File: config.mk
export PLATFORM = sky130hd
export DESIGN_NAME = mtg_lcg_unit
export DESIGN_NICKNAME = d
export VERILOG_FILES = /design/src/rtl/mtg_pkg.sv /design/src/rtl/mtg_lcg_unit.sv
export SDC_FILE = /design/constraint.sdc
export NUM_CORES = 1
export LEC_CHECK = 0
export BUFFER_PORTS_ARGS = -buffer_cell sky130_fd_sc_hd__clkbuf_2
export CORE_MARGIN = 5
export CORE_UTILIZATION = 30
export CTS_CLUSTER_DIAMETER = 40
export DETAILED_ROUTE_END_ITERATION = 12
export PLACE_DENSITY = 0.49
export REMOVE_ABC_BUFFERS = 1
export SLEW_MARGIN = 20
export SYNTH_ARGS = -nofsm -noshare
export SYNTH_HDL_FRONTEND = slang
export SYNTH_SLANG_ARGS = --single-unit
File: constraint.sdc
create_clock -name clk -period 12.95 [get_ports clk]
set_clock_uncertainty 0.05 [all_clocks]
set_input_delay 0.6475 -clock clk [delete_from_list [all_inputs] [get_ports clk]]
set_output_delay 0.6475 -clock clk [all_outputs]
set_load 0.005 [all_outputs]
File: src/rtl/mtg_pkg.sv
// ----------------------------------------------------------------------------
// mtg_pkg
// Types, constants and helper functions shared by the Mersenne Twister
// generator modules.
// ----------------------------------------------------------------------------
`default_nettype none

package mtg_pkg;

  localparam int StateWords = 624;
  localparam int ShiftSpan  = 397;
  localparam int IdxW       = $clog2(StateWords + 2);
  localparam int WordW      = 32;

  localparam logic [WordW-1:0] LcgMult     = 32'h0001_0DCD;
  localparam logic [WordW-1:0] TwistMatrix = 32'h9908_B0DF;
  localparam logic [WordW-1:0] TemperB     = 32'h9D2C_5680;
  localparam logic [WordW-1:0] TemperC     = 32'hEFC6_0000;
  localparam logic [WordW-1:0] DefaultSeed = 32'h0000_1105;

  // Read position codes outside the drawing range.
  localparam logic [IdxW-1:0] PosTwistDue   = IdxW'(StateWords);
  localparam logic [IdxW-1:0] PosNeverSeeded = IdxW'(StateWords + 1);

  typedef logic [IdxW-1:0]  idx_t;
  typedef logic [WordW-1:0] word_t;

  // Requests from the sequencer to the state table.
  typedef struct packed {
    logic  we;
    idx_t  waddr;
    word_t wdata;
    logic  re;
    idx_t  raddr_a;
    idx_t  raddr_b;
  } mem_req_t;

  // Controls of the shared congruential unit.
  typedef struct packed {
    logic  load;
    logic  step;
    word_t seed;
  } lcg_ctl_t;

  function automatic word_t twist_word(word_t cur, word_t nxt, word_t far);
    word_t y;
    word_t v;
    y = {cur[WordW-1], nxt[WordW-2:0]};
    v = far ^ (y >> 1);
    if (y[0]) begin
      v = v ^ TwistMatrix;
    end
    return v;
  endfunction

  function automatic word_t temper(word_t w);
    word_t y;
    y = w;
    y = y ^ (y >> 11);
    y = y ^ ((y << 7) & TemperB);
    y = y ^ ((y << 15) & TemperC);
    y = y ^ (y >> 18);
    return y;
  endfunction

endpackage

`default_nettype wire

File: src/rtl/mtg_lcg_unit.sv
// ----------------------------------------------------------------------------
// mtg_lcg_unit
// Shared congruential step x <- 69069 * x + 1, one step per cycle while ctl.step is set.
// ----------------------------------------------------------------------------
`default_nettype none

module mtg_lcg_unit import mtg_pkg::*; (
  input  wire logic     clk,
  input  wire lcg_ctl_t ctl,
  output      word_t    x
);

  word_t x_r;
  word_t x_nxt;
  word_t prod;

  assign prod = x_r * LcgMult;

  always_comb begin
    x_nxt = x_r;
    if (ctl.load) begin
      x_nxt = ctl.seed;
    end else if (ctl.step) begin
      x_nxt = prod + 32'd1;
    end
  end

  always_ff @(posedge clk) begin
    x_r <= x_nxt;
  end

  assign x = x_r;

endmodule

`default_nettype wire

==> flow_metrics.env <==
export IMPL_post_cts_setup_buffers=0
export IMPL_mostFrequentLayoutCells="sky130_fd_sc_hd__inv_1 (263), sky130_fd_sc_hd__ha_1 (169), sky130_fd_sc_hd__fa_1 (145), sky130_fd_sc_hd__clkbuf_2 (66), sky130_fd_sc_hd__nand2_1 (39)"
export IMPL_fillCellCount=2949
export IMPL_worst_endpoint_required_ps=12920
export IMPL_area_growth_syn_to_layout_pct=11.0
export IMPL_cts_tree="built"
export IMPL_place_detailed_instances=1296
export IMPL_grt_pass1_vias=6541
export IMPL_groute_usage_overall_pct=15.0
export IMPL_core_area_mm2=0.0285
export IMPL_arrival_time_of_data_at_the_critical_path_endpoint_ps=6380
export IMPL_grt_start_max_net_pins=63
export IMPL_final_nets=1268
export IMPL_core_rowCount=62
export IMPL_stdcell_count=1304
export IMPL_finalSetupTns_ps=0
export IMPL_place_congestion=0.834
export IMPL_clock_tree_htree_level_count=2
export IMPL_drt_pre_antenna_iters=4
export IMPL_die_x_um=179
export IMPL_dpl_hpwl_um=19800
export IMPL_report_final_slew_viol_count=0
export IMPL_worst_path_cell_trace="ha_1, inv_1, fa_1, fa_1, inv_1, fa_1, fa_1, inv_1, fa_1, inv_1, ha_1, a21o_1, a21o_1, a221o_1, nor4b_4, o31ai_2, o32a_1, mux2i_1, o211ai_1"
export IMPL_route_antenna_remaining_nets=0
export IMPL_yosys_register_bits=32
export IMPL_clock_latency_late_sink_ps=290
export IMPL_remaining_drc_errors=0
export IMPL_cts_root_buf="sky130_fd_sc_hd__clkbuf_16"
export IMPL_timing_slew_headroom_pct=31.4
export IMPL_floorplan_die_area_mm2=0.0321
export IMPL_grt_setup_unrepaired="false"
export IMPL_cts_buffers_inserted=5
export IMPL_final_layout_size_suffix_gt1_share_pct=10.3
export IMPL_clock_sinks=32
export IMPL_layout_cells_most_common="sky130_fd_sc_hd__inv_1"
export IMPL_post_drt_wl_per_cell_um=17.3
export IMPL_grt_overflow_total=0
export IMPL_report_final_setup_viol=0
export IMPL_antenna_cells=0
export IMPL_post_synth_cell_area_avg_um2=10.1
export IMPL_seq_area_frac_synth_pct=11.2
export IMPL_cp_common_cell="sky130_fd_sc_hd__fa_1"
export IMPL_critPathMaxStageDelay_ps=650
export IMPL_hold_class="input port to flop"
export IMPL_final_min_period_over_clock_period_pct=49.5
export IMPL_synthDistinctLibCells=53
export IMPL_grt_antenna_before_repair=0
export IMPL_maxCapViolations=0
export IMPL_initial_core_util_pct=30.2
export IMPL_fmaxAchievable_ghz=0.156
export IMPL_die_height_um=179
export IMPL_status="finished, final reports clean"
export IMPL_critical_path_slowest_cell="sky130_fd_sc_hd__edfxtp_1"
export IMPL_setup_worst_path_class="flop to flop"
export IMPL_post_cts_resize_count=0
export IMPL_cts_hold_buffers_added=0
export IMPL_timing_final_crit_period_ps=6420
export IMPL_yosysWarningCount=0
export IMPL_boundaryPins=67
export IMPL_vias=5784
export IMPL_global_route_wire_length_before_repair_um=36800
export IMPL_drt_vias_per_instance=4.44
export IMPL_synthFlopType="sky130_fd_sc_hd__edfxtp_1"
export IMPL_netlist_instances=854
export IMPL_ys_async_sr_fraction_pct=0
export IMPL_worstMarginPinSlew_ps=1030
export IMPL_largest_register_ffs=32
export IMPL_synth_edff_count=32
export IMPL_worst_setup_hold_path_clk_slew_ps=70
export IMPL_wirelength_um=22500
export IMPL_endpoint_kind="flop"
export IMPL_initialDrtViolationCount=289
export IMPL_worst_setup_path_start_kind="flop"
export IMPL_numPortBuffers=66
export IMPL_synthesis_area_mm2=0.00860
export IMPL_cts_buffer_depth=2
export IMPL_hold_violations=0
export IMPL_timing_critical_path_fanout_max=8
==> layout make-up <==
cell class | count | area, µm² | share of cell area (%)
clock buffer | 5 | 125 | 1.31
tap | 384 | 480 | 5.03
sequential | 32 | 961 | 10.1
multi-input combinational | 550 | 6620 | 69.3
timing repair buffer | 67 | 338 | 3.54
clock inverter | 3 | 37.5 | 0.393
inverter | 263 | 987 | 10.3
==> stage by stage <==
stage	setup slack, ps	utilization [%]	cell area [µm²]	hold slack, ps
6_report	6530	33.5	9540	580
4_1_cts	6500	33.5	9540	579
3_5_place_dp	6540	33.0	9380	848
2_1_floorplan	7200	-	8560	694
3_3_place_gp	6580	33.0	9380	841
5_1_grt	6310	33.5	9540	587
==> synthesized netlist by cell type, types with 2 or more instances <==
library cell	instances	area, µm²
sky130_fd_sc_hd__a211o_1	2	17.5
sky130_fd_sc_hd__a211oi_1	4	30.0
sky130_fd_sc_hd__a21o_1	8	60.1
sky130_fd_sc_hd__a21o_2	3	26.3
sky130_fd_sc_hd__a21oi_1	21	105
sky130_fd_sc_hd__a31oi_1	2	12.5
sky130_fd_sc_hd__and3_1	5	31.3
sky130_fd_sc_hd__clkbuf_1	8	30.0
sky130_fd_sc_hd__edfxtp_1	32	961
sky130_fd_sc_hd__fa_1	145	2900
sky130_fd_sc_hd__ha_1	169	2110
sky130_fd_sc_hd__inv_1	263	987
sky130_fd_sc_hd__mux2_2	5	56.3
sky130_fd_sc_hd__nand2_1	39	146
sky130_fd_sc_hd__nand3_1	3	15.0
sky130_fd_sc_hd__nand4_1	2	12.5
sky130_fd_sc_hd__nor2_1	10	37.5
sky130_fd_sc_hd__nor2b_1	2	12.5
sky130_fd_sc_hd__nor3_1	4	20.0
sky130_fd_sc_hd__nor3b_1	2	15.0
sky130_fd_sc_hd__o211ai_1	6	45.0
sky130_fd_sc_hd__o21a_1	10	75.1
sky130_fd_sc_hd__o21ai_0	25	125
sky130_fd_sc_hd__o21ai_1	6	30.0
sky130_fd_sc_hd__o21bai_1	2	15.0
sky130_fd_sc_hd__o22ai_1	2	12.5
sky130_fd_sc_hd__o31ai_1	6	45.0
sky130_fd_sc_hd__or2_2	4	25.0
sky130_fd_sc_hd__or4_1	2	15.0
sky130_fd_sc_hd__xnor2_1	25	219
sky130_fd_sc_hd__xor2_1	15	131
==> per-layer routing <==
| layer | vias to the layer above | GRT usage (%) | part of all wire, % | routed length, µm |
|---|---|---|---|---|
| met3 | 16 | 1.50 | 2.9 | 662 |
| met2 | 78 | 24.0 | 46 | 10200 |
| met1 | 2863 | 22.1 | 50 | 11200 |
| met5 | - | 0 | 0 | 0 |
| met4 | 0 | 3.14 | 1.6 | 367 |
| li1 | 2827 | - | - | - |
==> cells by family (layout without fill, tap and decap cells) <==
kind of cell | count (synthesis) | count (layout) | share of synthesized area, %
xor+xnor | 40 | 40 | 4.07
simple gates | 81 | 81 | 4.74
compound gates | 109 | 109 | 8.99
fa+ha+maj | 314 | 314 | 58.4
mux | 6 | 6 | 0.771
buf+inv | 272 | 338 | 11.9
flops | 32 | 32 | 11.2
==> final timing paths <==
kind,start,end,slack (ps),depth (start not counted)
max,x[8],x[30],6530,19
min,ctl[4],x[4],580,3
max reg2reg,x[8],x[30],6530,19
min reg2reg,x[0],x[0],840,1
==> worst max-delay path, delay by kind of cell (launching register included) <==
| family | cells | cell delay (ps) |
|---|---|---|
| AOI/OAI and AO/OA | 6 | 1270 |
| adders and majority gates | 7 | 3350 |
| buffers and inverters | 4 | 250 |
| DFF | 1 | 650 |
| muxes | 1 | 170 |
| and+or+nand+nor | 1 | 390 |
Power is left out: the tool's default activity adds up to more than one toggle a clock period on the data nets, which glitch-free logic cannot reach.
